==> config.mk <==
export PLATFORM = sky130hd
export DESIGN_NAME = http_chunked_body_decoder
export DESIGN_NICKNAME = d
export VERILOG_FILES = /design/src/chb_pkg.sv /design/src/http_chunked_body_decoder.sv /design/src/chb_front.sv /design/src/chb_queue.sv /design/src/chb_back.sv
export SDC_FILE = /design/constraint.sdc
export NUM_CORES = 1
export LEC_CHECK = 0
export BUFFER_PORTS_ARGS = -buffer_cell sky130_fd_sc_hd__buf_2
export CAP_MARGIN = 10
export CORE_ASPECT_RATIO = 0.5
export CORE_MARGIN = 2
export CORE_UTILIZATION = 50
export CTS_BUF_LIST = sky130_fd_sc_hd__clkbuf_8
export DETAILED_ROUTE_END_ITERATION = 8
export PLACE_DENSITY = 0.68
export SETUP_SLACK_MARGIN = 0.2
export SLEW_MARGIN = 15
export SYNTH_ARGS = -nofsm -noshare
export SYNTH_HDL_FRONTEND = slang
export SYNTH_HIERARCHICAL = 1
export SYNTH_SLANG_ARGS = --single-unit
export TNS_END_PERCENT = 1
==> constraint.sdc <==
create_clock -name aclk -period 22.1 [get_ports aclk]
set_input_delay 2.21 -clock aclk [delete_from_list [all_inputs] [get_ports aclk]]
set_output_delay 2.21 -clock aclk [all_outputs]
set_load 0.03 [all_outputs]
==> src/chb_pkg.sv <==
// Shared types, constants and helpers for the chunked body decoder.
`timescale 1ns / 1ps

package chb_pkg;

    // Width of the running byte totals; the reported counts saturate to 32 bits.
    localparam int COUNT_BITS     = 32;
    localparam int OUT_COUNT_BITS = 32;
    localparam int CMP_BITS       = ((COUNT_BITS > OUT_COUNT_BITS) ? COUNT_BITS
                                                                   : OUT_COUNT_BITS) + 1;

    localparam int SIZE_BITS = 32;
    localparam logic [SIZE_BITS-1:0] SIZE_LIMIT = 32'h0fff_ffff;

    localparam logic [7:0] CHAR_CR   = 8'h0d;
    localparam logic [7:0] CHAR_LF   = 8'h0a;
    localparam logic [7:0] CHAR_SEMI = 8'h3b;

    localparam int CFG_INDEX_BITS = 1;
    localparam logic [CFG_INDEX_BITS-1:0] REG_CAP_LIMIT  = 1'b0;
    localparam logic [CFG_INDEX_BITS-1:0] REG_CAP_ENABLE = 1'b1;

    localparam int QUEUE_DEPTH = 2;
    localparam int QPTR_BITS   = (QUEUE_DEPTH > 1) ? $clog2(QUEUE_DEPTH) : 1;
    localparam int QCNT_BITS   = $clog2(QUEUE_DEPTH + 1);

    typedef enum logic [1:0] {
        KIND_BYTE  = 2'd0,
        KIND_DONE  = 2'd1,
        KIND_ERROR = 2'd2
    } kind_t;

    // One classified input byte.
    typedef struct packed {
        logic [7:0] data;
        logic       start;
        logic       is_cr;
        logic       is_lf;
        logic       is_semi;
        logic       is_hex;
        logic [3:0] hex_val;
    } byte_item_t;

    // Saturate a running total to the reported count width.
    function automatic logic [OUT_COUNT_BITS-1:0] sat_out(input logic [COUNT_BITS-1:0] v);
        logic [CMP_BITS-1:0] w;
        w = CMP_BITS'(v);
        if (w > CMP_BITS'({OUT_COUNT_BITS{1'b1}})) begin
            return '1;
        end
        return w[OUT_COUNT_BITS-1:0];
    endfunction

endpackage

==> src/http_chunked_body_decoder.sv <==
// Top level of the HTTP/1.1 chunked transfer body decoder.
`timescale 1ns / 1ps

// Decodes a chunked body fed one byte per request on the s_ stream (tuser
// high marks the first byte of a new body and restarts decoding). Each
// payload byte comes out as a BYTE result as it arrives; the consumer must
// discard already delivered bytes if an ERROR result follows. After the
// zero-size chunk and the trailer section a single DONE result carries the
// decoded and consumed byte counts (saturating). Bare LF, CR without LF,
// missing or non-hex size digits, oversize chunk sizes and, when enabled,
// capacity overruns give one ERROR result; after DONE or ERROR the block
// drops bytes silently until the next body start. Throughput is one byte
// per clock while m_tready does not stall the output: the front classifier
// pushes into a two-entry queue and the back state machine retires one
// queued byte per cycle, writing any result into the output register.
// Configuration writes (cfg_index 0: capacity limit, 1: capacity check
// enable) are always accepted and should only be issued between bodies.

module http_chunked_body_decoder
    import chb_pkg::*;
(
    input  logic                      aclk,
    input  logic                      aresetn,

    // input byte stream
    input  logic                      s_tvalid,
    output logic                      s_tready,
    input  logic [7:0]                s_tdata,   // [7:0] body_byte
    input  logic                      s_tuser,   // [0] body_start

    // result stream
    output logic                      m_tvalid,
    input  logic                      m_tready,
    output logic [71:0]               m_tdata,   // [7:0] payload_byte,
                                                 // [39:8] decoded_count,
                                                 // [71:40] consumed_count
    output logic [1:0]                m_tuser,   // [1:0] result_kind

    // configuration writes
    input  logic                      cfg_valid,
    output logic                      cfg_ready,
    input  logic [CFG_INDEX_BITS-1:0] cfg_index,
    input  logic [31:0]               cfg_data
);

    byte_item_t front_item;
    byte_item_t q_item;
    logic       q_valid;
    logic       q_pop;

    logic [31:0] cap_limit_reg;
    logic        cap_enable_reg;

    kind_t                     res_kind;
    logic [7:0]                res_payload;
    logic [OUT_COUNT_BITS-1:0] res_decoded;
    logic [OUT_COUNT_BITS-1:0] res_consumed;

    // config registers; writes never stall
    assign cfg_ready = 1'b1;

    always_ff @(posedge aclk) begin
        if (!aresetn) begin
            cap_limit_reg  <= '1;
            cap_enable_reg <= 1'b0;
        end else if (cfg_valid && cfg_ready) begin
            unique case (cfg_index)
                REG_CAP_LIMIT:  cap_limit_reg  <= cfg_data;
                REG_CAP_ENABLE: cap_enable_reg <= cfg_data[0];
                default: ;
            endcase
        end
    end

    // front: byte classification
    chb_front u_front (
        .body_byte  (s_tdata),
        .body_start (s_tuser),
        .item       (front_item)
    );

    // decoupling queue
    chb_queue u_queue (
        .aclk      (aclk),
        .aresetn   (aresetn),
        .in_valid  (s_tvalid),
        .in_ready  (s_tready),
        .in_item   (front_item),
        .out_valid (q_valid),
        .out_pop   (q_pop),
        .out_item  (q_item)
    );

    // back: framing state machine and result register
    chb_back u_back (
        .aclk       (aclk),
        .aresetn    (aresetn),
        .q_valid    (q_valid),
        .q_item     (q_item),
        .q_pop      (q_pop),
        .cap_limit  (cap_limit_reg),
        .cap_enable (cap_enable_reg),
        .m_valid    (m_tvalid),
        .m_ready    (m_tready),
        .m_kind     (res_kind),
        .m_payload  (res_payload),
        .m_decoded  (res_decoded),
        .m_consumed (res_consumed)
    );

    assign m_tdata = {res_consumed, res_decoded, res_payload};
    assign m_tuser = res_kind;

`ifndef SYNTHESIS
    // payload never outruns total bytes consumed
    a_dec_le_cons: assert property (@(posedge aclk) disable iff (!aresetn)
        m_tvalid |-> (m_tdata[39:8] <= m_tdata[71:40]))
        else $error("decoded count exceeds consumed count");

    // non-byte results carry a zero payload
    a_payload_zero: assert property (@(posedge aclk) disable iff (!aresetn)
        (m_tvalid && m_tuser != KIND_BYTE) |-> (m_tdata[7:0] == 8'h00))
        else $error("payload set on a non-byte result");

    // a payload byte always counts itself
    a_byte_counted: assert property (@(posedge aclk) disable iff (!aresetn)
        (m_tvalid && m_tuser == KIND_BYTE) |-> (m_tdata[39:8] != 32'd0))
        else $error("byte result with zero decoded count");
`endif

endmodule

==> src/chb_front.sv <==
// Front end: classifies each incoming body byte.
`timescale 1ns / 1ps

module chb_front
    import chb_pkg::*;
(
    input  logic [7:0] body_byte,
    input  logic       body_start,
    output byte_item_t item
);

    logic is_dec;
    logic is_lower;
    logic is_upper;

    always_comb begin
        is_dec   = (body_byte >= 8'h30) && (body_byte <= 8'h39);
        is_lower = (body_byte >= 8'h61) && (body_byte <= 8'h66);
        is_upper = (body_byte >= 8'h41) && (body_byte <= 8'h46);

        item.data    = body_byte;
        item.start   = body_start;
        item.is_cr   = (body_byte == CHAR_CR);
        item.is_lf   = (body_byte == CHAR_LF);
        item.is_semi = (body_byte == CHAR_SEMI);
        item.is_hex  = is_dec || is_lower || is_upper;
        // letters a-f / A-F have low nibble 1..6, value is that plus 9
        item.hex_val = is_dec ? body_byte[3:0] : (body_byte[3:0] + 4'd9);
    end

endmodule

==> src/chb_queue.sv <==
// Short queue of classified bytes between front and back.
`timescale 1ns / 1ps

module chb_queue
    import chb_pkg::*;
(
    input  logic       aclk,
    input  logic       aresetn,
    input  logic       in_valid,
    output logic       in_ready,
    input  byte_item_t in_item,
    output logic       out_valid,
    input  logic       out_pop,
    output byte_item_t out_item
);

    byte_item_t entry_reg [QUEUE_DEPTH];

    logic [QPTR_BITS-1:0] wr_ptr_reg, wr_ptr_next;
    logic [QPTR_BITS-1:0] rd_ptr_reg, rd_ptr_next;
    logic [QCNT_BITS-1:0] count_reg, count_next;
    logic                 push;
    logic                 pop;

    always_comb begin
        in_ready  = (count_reg != QCNT_BITS'(QUEUE_DEPTH));
        out_valid = (count_reg != '0);
        out_item  = entry_reg[rd_ptr_reg];
        push      = in_valid && in_ready;
        pop       = out_pop && out_valid;

        wr_ptr_next = wr_ptr_reg;
        if (push) begin
            wr_ptr_next = (wr_ptr_reg == QPTR_BITS'(QUEUE_DEPTH - 1)) ? '0
                                                                      : wr_ptr_reg + 1'b1;
        end
        rd_ptr_next = rd_ptr_reg;
        if (pop) begin
            rd_ptr_next = (rd_ptr_reg == QPTR_BITS'(QUEUE_DEPTH - 1)) ? '0
                                                                      : rd_ptr_reg + 1'b1;
        end
        count_next = count_reg + QCNT_BITS'(push) - QCNT_BITS'(pop);
    end

    always_ff @(posedge aclk) begin
        if (!aresetn) begin
            wr_ptr_reg <= '0;
            rd_ptr_reg <= '0;
            count_reg  <= '0;
        end else begin
            wr_ptr_reg <= wr_ptr_next;
            rd_ptr_reg <= rd_ptr_next;
            count_reg  <= count_next;
        end
    end

    always_ff @(posedge aclk) begin
        if (push) begin
            entry_reg[wr_ptr_reg] <= in_item;
        end
    end

endmodule

==> src/chb_back.sv <==
// Back end: chunk framing state machine, counters and output register.
`timescale 1ns / 1ps

module chb_back
    import chb_pkg::*;
(
    input  logic                      aclk,
    input  logic                      aresetn,
    input  logic                      q_valid,
    input  byte_item_t                q_item,
    output logic                      q_pop,
    input  logic [31:0]               cap_limit,
    input  logic                      cap_enable,
    output logic                      m_valid,
    input  logic                      m_ready,
    output kind_t                     m_kind,
    output logic [7:0]                m_payload,
    output logic [OUT_COUNT_BITS-1:0] m_decoded,
    output logic [OUT_COUNT_BITS-1:0] m_consumed
);

    typedef enum logic [9:0] {
        PH_SIZE     = 10'b00_0000_0001,
        PH_EXT      = 10'b00_0000_0010,
        PH_SIZE_LF  = 10'b00_0000_0100,
        PH_DATA     = 10'b00_0000_1000,
        PH_DATA_CR  = 10'b00_0001_0000,
        PH_DATA_LF  = 10'b00_0010_0000,
        PH_TRAILER  = 10'b00_0100_0000,
        PH_TRAIL_LF = 10'b00_1000_0000,
        PH_DONE     = 10'b01_0000_0000,
        PH_ERROR    = 10'b10_0000_0000
    } phase_t;

    phase_t                phase_reg, phase_next, phase_e;
    logic [SIZE_BITS-1:0]  rem_reg, rem_next, rem_e;
    logic                  seen_reg, seen_next, seen_e;
    logic                  tle_reg, tle_next, tle_e;
    logic [COUNT_BITS-1:0] dec_reg, dec_next, dec_e, dec_inc;
    logic [COUNT_BITS-1:0] cons_reg, cons_next, cons_e, cons_inc;

    logic                  m_valid_reg;
    kind_t                 kind_reg;
    logic [7:0]            payload_reg;
    logic [OUT_COUNT_BITS-1:0] decoded_reg, consumed_reg;

    logic                  emit;
    logic                  fail;
    kind_t                 emit_kind;
    logic [7:0]            emit_byte;
    logic                  cap_fail;
    logic [CMP_BITS-1:0]   dec_x, lim_x, rem_x;

    always_comb begin
        q_pop = q_valid && (!m_valid_reg || m_ready);

        // body start restarts before the byte is looked at
        phase_e = q_item.start ? PH_SIZE : phase_reg;
        rem_e   = q_item.start ? '0      : rem_reg;
        seen_e  = q_item.start ? 1'b0    : seen_reg;
        tle_e   = q_item.start ? 1'b1    : tle_reg;
        dec_e   = q_item.start ? '0      : dec_reg;
        cons_e  = q_item.start ? '0      : cons_reg;

        dec_inc  = (dec_e != '1)  ? dec_e + 1'b1  : dec_e;
        cons_inc = (cons_e != '1) ? cons_e + 1'b1 : cons_e;

        dec_x    = CMP_BITS'(dec_e);
        lim_x    = CMP_BITS'(cap_limit);
        rem_x    = CMP_BITS'(rem_e);
        cap_fail = (dec_x > lim_x) || (rem_x > lim_x - dec_x);

        phase_next = phase_reg;
        rem_next   = rem_reg;
        seen_next  = seen_reg;
        tle_next   = tle_reg;
        dec_next   = dec_reg;
        cons_next  = cons_reg;
        emit       = 1'b0;
        fail       = 1'b0;
        emit_kind  = KIND_BYTE;
        emit_byte  = '0;

        if (q_pop) begin
            phase_next = phase_e;
            rem_next   = rem_e;
            seen_next  = seen_e;
            tle_next   = tle_e;
            dec_next   = dec_e;
            cons_next  = cons_e;

            if (phase_e != PH_DONE && phase_e != PH_ERROR) begin
                cons_next = cons_inc;
                unique case (phase_e)
                    PH_SIZE: begin
                        if (q_item.is_cr) begin
                            if (!seen_e) fail = 1'b1;
                            else         phase_next = PH_SIZE_LF;
                        end else if (q_item.is_semi) begin
                            if (!seen_e) fail = 1'b1;
                            else         phase_next = PH_EXT;
                        end else if (!q_item.is_hex || rem_e > SIZE_LIMIT) begin
                            fail = 1'b1;
                        end else begin
                            rem_next  = {rem_e[SIZE_BITS-5:0], q_item.hex_val};
                            seen_next = 1'b1;
                        end
                    end
                    PH_EXT: begin
                        if (q_item.is_lf)      fail = 1'b1;
                        else if (q_item.is_cr) phase_next = PH_SIZE_LF;
                    end
                    PH_SIZE_LF: begin
                        if (!q_item.is_lf) begin
                            fail = 1'b1;
                        end else if (rem_e == '0) begin
                            tle_next   = 1'b1;
                            phase_next = PH_TRAILER;
                        end else if (cap_enable && cap_fail) begin
                            fail = 1'b1;
                        end else begin
                            phase_next = PH_DATA;
                        end
                    end
                    PH_DATA: begin
                        dec_next  = dec_inc;
                        rem_next  = rem_e - 1'b1;
                        if (rem_e == SIZE_BITS'(1)) phase_next = PH_DATA_CR;
                        emit      = 1'b1;
                        emit_kind = KIND_BYTE;
                        emit_byte = q_item.data;
                    end
                    PH_DATA_CR: begin
                        if (!q_item.is_cr) fail = 1'b1;
                        else               phase_next = PH_DATA_LF;
                    end
                    PH_DATA_LF: begin
                        if (!q_item.is_lf) begin
                            fail = 1'b1;
                        end else begin
                            rem_next   = '0;
                            seen_next  = 1'b0;
                            phase_next = PH_SIZE;
                        end
                    end
                    PH_TRAILER: begin
                        if (q_item.is_lf)      fail = 1'b1;
                        else if (q_item.is_cr) phase_next = PH_TRAIL_LF;
                        else                   tle_next = 1'b0;
                    end
                    PH_TRAIL_LF: begin
                        if (!q_item.is_lf) begin
                            fail = 1'b1;
                        end else if (tle_e) begin
                            phase_next = PH_DONE;
                            emit       = 1'b1;
                            emit_kind  = KIND_DONE;
                        end else begin
                            tle_next   = 1'b1;
                            phase_next = PH_TRAILER;
                        end
                    end
                    default: fail = 1'b1;
                endcase

                if (fail) begin
                    phase_next = PH_ERROR;
                    emit       = 1'b1;
                    emit_kind  = KIND_ERROR;
                    emit_byte  = '0;
                end
            end
        end
    end

    always_ff @(posedge aclk) begin
        if (!aresetn) begin
            phase_reg   <= PH_SIZE;
            rem_reg     <= '0;
            seen_reg    <= 1'b0;
            tle_reg     <= 1'b1;
            dec_reg     <= '0;
            cons_reg    <= '0;
            m_valid_reg <= 1'b0;
        end else begin
            phase_reg <= phase_next;
            rem_reg   <= rem_next;
            seen_reg  <= seen_next;
            tle_reg   <= tle_next;
            dec_reg   <= dec_next;
            cons_reg  <= cons_next;
            if (emit) begin
                m_valid_reg <= 1'b1;
            end else if (m_ready) begin
                m_valid_reg <= 1'b0;
            end
        end
    end

    always_ff @(posedge aclk) begin
        if (emit) begin
            kind_reg     <= emit_kind;
            payload_reg  <= emit_byte;
            decoded_reg  <= sat_out(dec_next);
            consumed_reg <= sat_out(cons_next);
        end
    end

    assign m_valid    = m_valid_reg;
    assign m_kind     = kind_reg;
    assign m_payload  = payload_reg;
    assign m_decoded  = decoded_reg;
    assign m_consumed = consumed_reg;

endmodule
==> flow_results.org <==
** Outcome
- Result of the run :: complete, no violations

** Synthesis
- After synthesis the netlist holds a flip-flop and latch count of 255.
- The area fraction in compound gates after synthesis came to 0.180.
- Of the total synthesized cell area, the portion taken by XOR and XNOR cells is 0.0587.
- Of the total synthesized cell area, the portion taken by AND, OR, NAND and NOR gates is 0.229.
- Counting every instance in the synthesized netlist gives 1673.
- The most used flip-flop cell after synthesis is sky130_fd_sc_hd__dfxtp_1.
- Synthesized cell area :: 15400 um2
- Count of flip-flops with a built-in enable after synthesis :: 108
- Sequential cell area fraction in the yosys report :: 0.402
- Dividing the synthesized area by the synthesized cell count gives 9.19 um2.
- Of the post-synthesis cell area, the part taken by muxes is 0.0186.
- By area, the combinational part of the netlist is dominated by simple AND/OR/NAND/NOR gates.
- Post-Synth Adder-Cell Area :: 0.0607
- The synthesized netlist contains 100 unique library cells.
- The number of nets handed over by synthesis was 1794.
- Async set-reset flop share out of synthesis :: 0
- The Yosys step of the flow raised 6 warnings.

** STA
- Post-route setup slack :: 14.32 ns
- In this run the tightest slew margin relative to its limit is 0.150.
- Final Hold Fails :: 0
- Setup repair after global routing left no endpoint under its margin.
- Pin slew with the least headroom to its limit :: 1.27 ns
- The smallest clock period supported by the final layout is computed as 7.78 ns.
- Clock skew on the completed layout was measured at 0.0329 ns.
- Highest attainable clock frequency :: 129 MHz
- Ratio of final minimum period to clock period :: 0.352
- Count of final setup violators :: 0
- The number of slew-limit violations in the final report came to 0.
- In the final timing run, aggregate negative setup slack is 0 ns.

** Pwr
- LEAKAGE :: 6.67 nW
- Maximum VDD drop :: 68.7 uV
- Power density over the cells :: 108 nW/um2

** Detailed routing
- Violation count after the first detailed-route iteration :: 1016
- Per-cell via count in the routed design :: 5.84
- The final layout contains routed wiring with a total length of 40300 um.
- Overall via count from detail_route :: 12800
- After detailed routing, the number of remaining DRC violations is 0.
- Post-route antenna net violation count :: 0
- Before antenna repair, the detailed router went through 5 iterations.
- Per-cell routed wire length :: 18.4 um

** Placement
- At the placement stage, the worst setup path has a slack of 14.48 ns.
- Final weighted congestion in routability-driven placement :: 0.946
- Summing all placed instances gives a cell area of 16100 um2.
- Post-DP HPWL :: 28900 um
- After detailed placement, the design holds a cell count of 2115.
- Port buffering added 122 buffers.

** GRT
- Routing usage on met3 :: 0.0607
- Entering global routing, the biggest net connects 75 pins.
- Layer with the highest usage :: met2
- Global-route wire length before repair :: 63700 um
- Overall routing resource usage :: 0.248
- The number of antenna violations at the first check in global routing was 0.
- Global routing finished with a remaining overflow of 0.
- For this run, global-route usage on met2 was measured as 0.374.
- GR Util met1 :: 0.353
- Number of global-route vias before repair :: 11800

** Floorplan
- Core area :: 30300 um2
- For this design the top-level I/O count stands at 124.
- Measured along the x axis, the die boundary spans 252 um.
- Measured along the y axis, the die boundary spans 128 um.
- The floorplan has 45 rows.
- The die covers 32200 um2.
- For this configuration, the core starts out at a cell density of 0.507.

** Critical path
- Crit path largest cell delay :: 0.82 ns
- Worst path cell trace :: mux2_2 -> inv_2 -> buf_4 -> nand2_1 -> ha_1 -> and3_1 -> and2_1 -> a221o_1 -> o211ai_1 -> a21boi_0 -> or4_1 -> and3_1 -> ha_1 -> nand4_1 -> nor4_1 -> nand2_1 -> a21oi_1 -> o211a_1 -> a211oi_1 -> a21oi_2 -> o31a_2 -> buf_4
- Launching element type of the critical path :: flip-flop
- WP data arrival :: 7.96 ns
- The worst setup path is captured at a flip-flop.
- Worst path required time :: 22.28 ns
- Category of the critical setup timing path :: flip-flop to flip-flop
- Along the worst path, the maximum fanout reaches 74.
- The largest individual stage delay along the critical path comes from the cell sky130_fd_sc_hd__dfxtp_1.

** Clock tree
- CTS tree :: yes
- Number of gates resized after CTS :: 0
- Root buffer cell :: sky130_fd_sc_hd__clkbuf_8
- Clock sink count :: 255
- Clock buffers created by TritonCTS :: 40
- Once the clock tree was built, the setup fixing pass inserted 0 buffers.
- CTS max path bufs :: 3
- After clock tree synthesis, the clock-pin slew on the worst setup and hold paths is 0.06 ns.
- Count of H-tree levels built during CTS :: 2
- The clock reaches the later pin of the worst-skew pair after 0.58 ns.
- Count of hold-fix buffers inserted at cts :: 0

** Finish
- Compared with the post-synthesis result, the final layout area differs by 9.82%.
- In the final layout, the share of cells above drive strength 1 is 0.157.
- Design Area, Final :: 16900 um2
- 0 antenna diodes ended up in the layout.
- Number of standard cells in the final layout excluding fillers :: 2186
- # nets final :: 1879
- The register with the most flip-flops in the layout has 34 of them.

** Worst hold path
- Type of the worst min-delay path :: flip-flop to flip-flop

** Job
- Max-cap violations in this run came to 0.
[metrics by stage]
stage	util	hold WS, ns	power (mW)
CTS	0.557	0.493	1.82
floorplan	-	0.444	1.23
finish	0.557	0.496	1.82
global route	0.557	0.504	1.93
detailed placement	0.533	0.483	1.43
global placement	0.533	0.476	1.43
[layout by cell type, fill, tap and decap left out, types with 15 or more instances in the layout]
master / netlist / layout
sky130_fd_sc_hd__nor3_1: 21 / 21
sky130_fd_sc_hd__a21o_1: 15 / 15
sky130_fd_sc_hd__a211oi_1: 15 / 15
sky130_fd_sc_hd__nand3_1: 38 / 38
sky130_fd_sc_hd__buf_4: 13 / 16
sky130_fd_sc_hd__nand2b_1: 16 / 16
sky130_fd_sc_hd__o21ai_0: 77 / 77
sky130_fd_sc_hd__and3_1: 31 / 31
sky130_fd_sc_hd__mux2_2: 16 / 16
sky130_fd_sc_hd__xor2_1: 56 / 56
sky130_fd_sc_hd__clkbuf_8: 0 / 44
sky130_fd_sc_hd__nand4_1: 32 / 32
sky130_fd_sc_hd__nand2_1: 180 / 179
sky130_fd_sc_hd__a21oi_1: 116 / 116
sky130_fd_sc_hd__dfxtp_1: 147 / 147
sky130_fd_sc_hd__inv_1: 75 / 90
sky130_fd_sc_hd__edfxtp_1: 108 / 108
sky130_fd_sc_hd__nor2_1: 109 / 109
sky130_fd_sc_hd__nor2b_1: 29 / 29
sky130_fd_sc_hd__o211ai_2: 30 / 30
sky130_fd_sc_hd__nand3b_1: 35 / 35
sky130_fd_sc_hd__and2_1: 69 / 69
sky130_fd_sc_hd__buf_2: 16 / 121
sky130_fd_sc_hd__nor4_1: 15 / 15
sky130_fd_sc_hd__ha_1: 73 / 73
sky130_fd_sc_hd__xnor2_1: 47 / 47
[cells in the mapped netlist (21+ instances only)]
library cell / instances / share of area
sky130_fd_sc_hd__o21ai_0: 77 / 0.025
sky130_fd_sc_hd__nand2_1: 180 / 0.044
sky130_fd_sc_hd__o211ai_2: 30 / 0.024
sky130_fd_sc_hd__dfxtp_1: 147 / 0.19
sky130_fd_sc_hd__nand3b_1: 35 / 0.017
sky130_fd_sc_hd__inv_1: 75 / 0.018
sky130_fd_sc_hd__nor2_1: 109 / 0.027
sky130_fd_sc_hd__nand4_1: 32 / 0.013
sky130_fd_sc_hd__and3_1: 31 / 0.013
sky130_fd_sc_hd__nand3_1: 38 / 0.012
sky130_fd_sc_hd__ha_1: 73 / 0.059
sky130_fd_sc_hd__xor2_1: 56 / 0.032
sky130_fd_sc_hd__nor3_1: 21 / 0.0068
sky130_fd_sc_hd__and2_1: 69 / 0.028
sky130_fd_sc_hd__xnor2_1: 47 / 0.027
sky130_fd_sc_hd__clkbuf_1: 50 / 0.012
sky130_fd_sc_hd__nor2b_1: 29 / 0.012
sky130_fd_sc_hd__edfxtp_1: 108 / 0.21
sky130_fd_sc_hd__a21oi_1: 116 / 0.038
[power breakdown]
part | internal [mW] | switching [mW] | total (mW)
clock network | 0.195 | 0.189 | 0.384
registers | 0.617 | 0.0538 | 0.670
logic | 0.229 | 0.534 | 0.764
total | 1.04 | 0.778 | 1.82
[cells by family after synthesis]
kind of cell | Yosys count
xor gates and xnor gates | 103
DFF | 255
AOI/OAI and AO/OA | 398
muxes | 26
and+or+nand+nor | 643
buffers and inverters | 173
adders and majority gates | 74
other | 1
[final timing paths]
kind / from / endpoint / slack, ns / depth (start not counted)
max: flip-flop / u_back/m_decoded[8]$_DFFE_PP_ / 14.32 / 22
min: cap_limit_reg[2]$_SDFFE_PN1P_ / cap_limit_reg[2]$_SDFFE_PN1P_ / 0.50 / 2
max reg2reg: flip-flop / u_back/m_decoded[8]$_DFFE_PP_ / 14.32 / 22
min reg2reg: cap_limit_reg[2]$_SDFFE_PN1P_ / cap_limit_reg[2]$_SDFFE_PN1P_ / 0.50 / 2
[worst max-delay path: cells and delay by family, from the launching register on]
family / cells / cell delay (ns)
AOI/OAI and AO/OA: 8 / 1.72
adders and majority gates: 2 / 0.70
buffers and inverters: 3 / 1.53
DFF: 1 / 0.82
muxes: 1 / 0.43
and+or+nand+nor: 8 / 2.05
[cell type report]
| cell class | instances | area (um2) |
|---|---|---|
| tap | 399 | 499 |
| sequential | 255 | 6190 |
| clock buffer | 44 | 606 |
| fill | 2761 | 13400 |
| timing repair buffer | 137 | 726 |
| clock inverter | 27 | 143 |
| inverter | 79 | 297 |
| multi-input combinational | 1245 | 8430 |
[per-layer routing]
layer  vias to the layer above  part of all wire
li1                       6237                 -
met1                      6001              0.47
met2                       473              0.43
met3                        61             0.087
met4                         0             0.021
met5                         -                 0
Note: power is estimated with default switching activity, not from simulation.
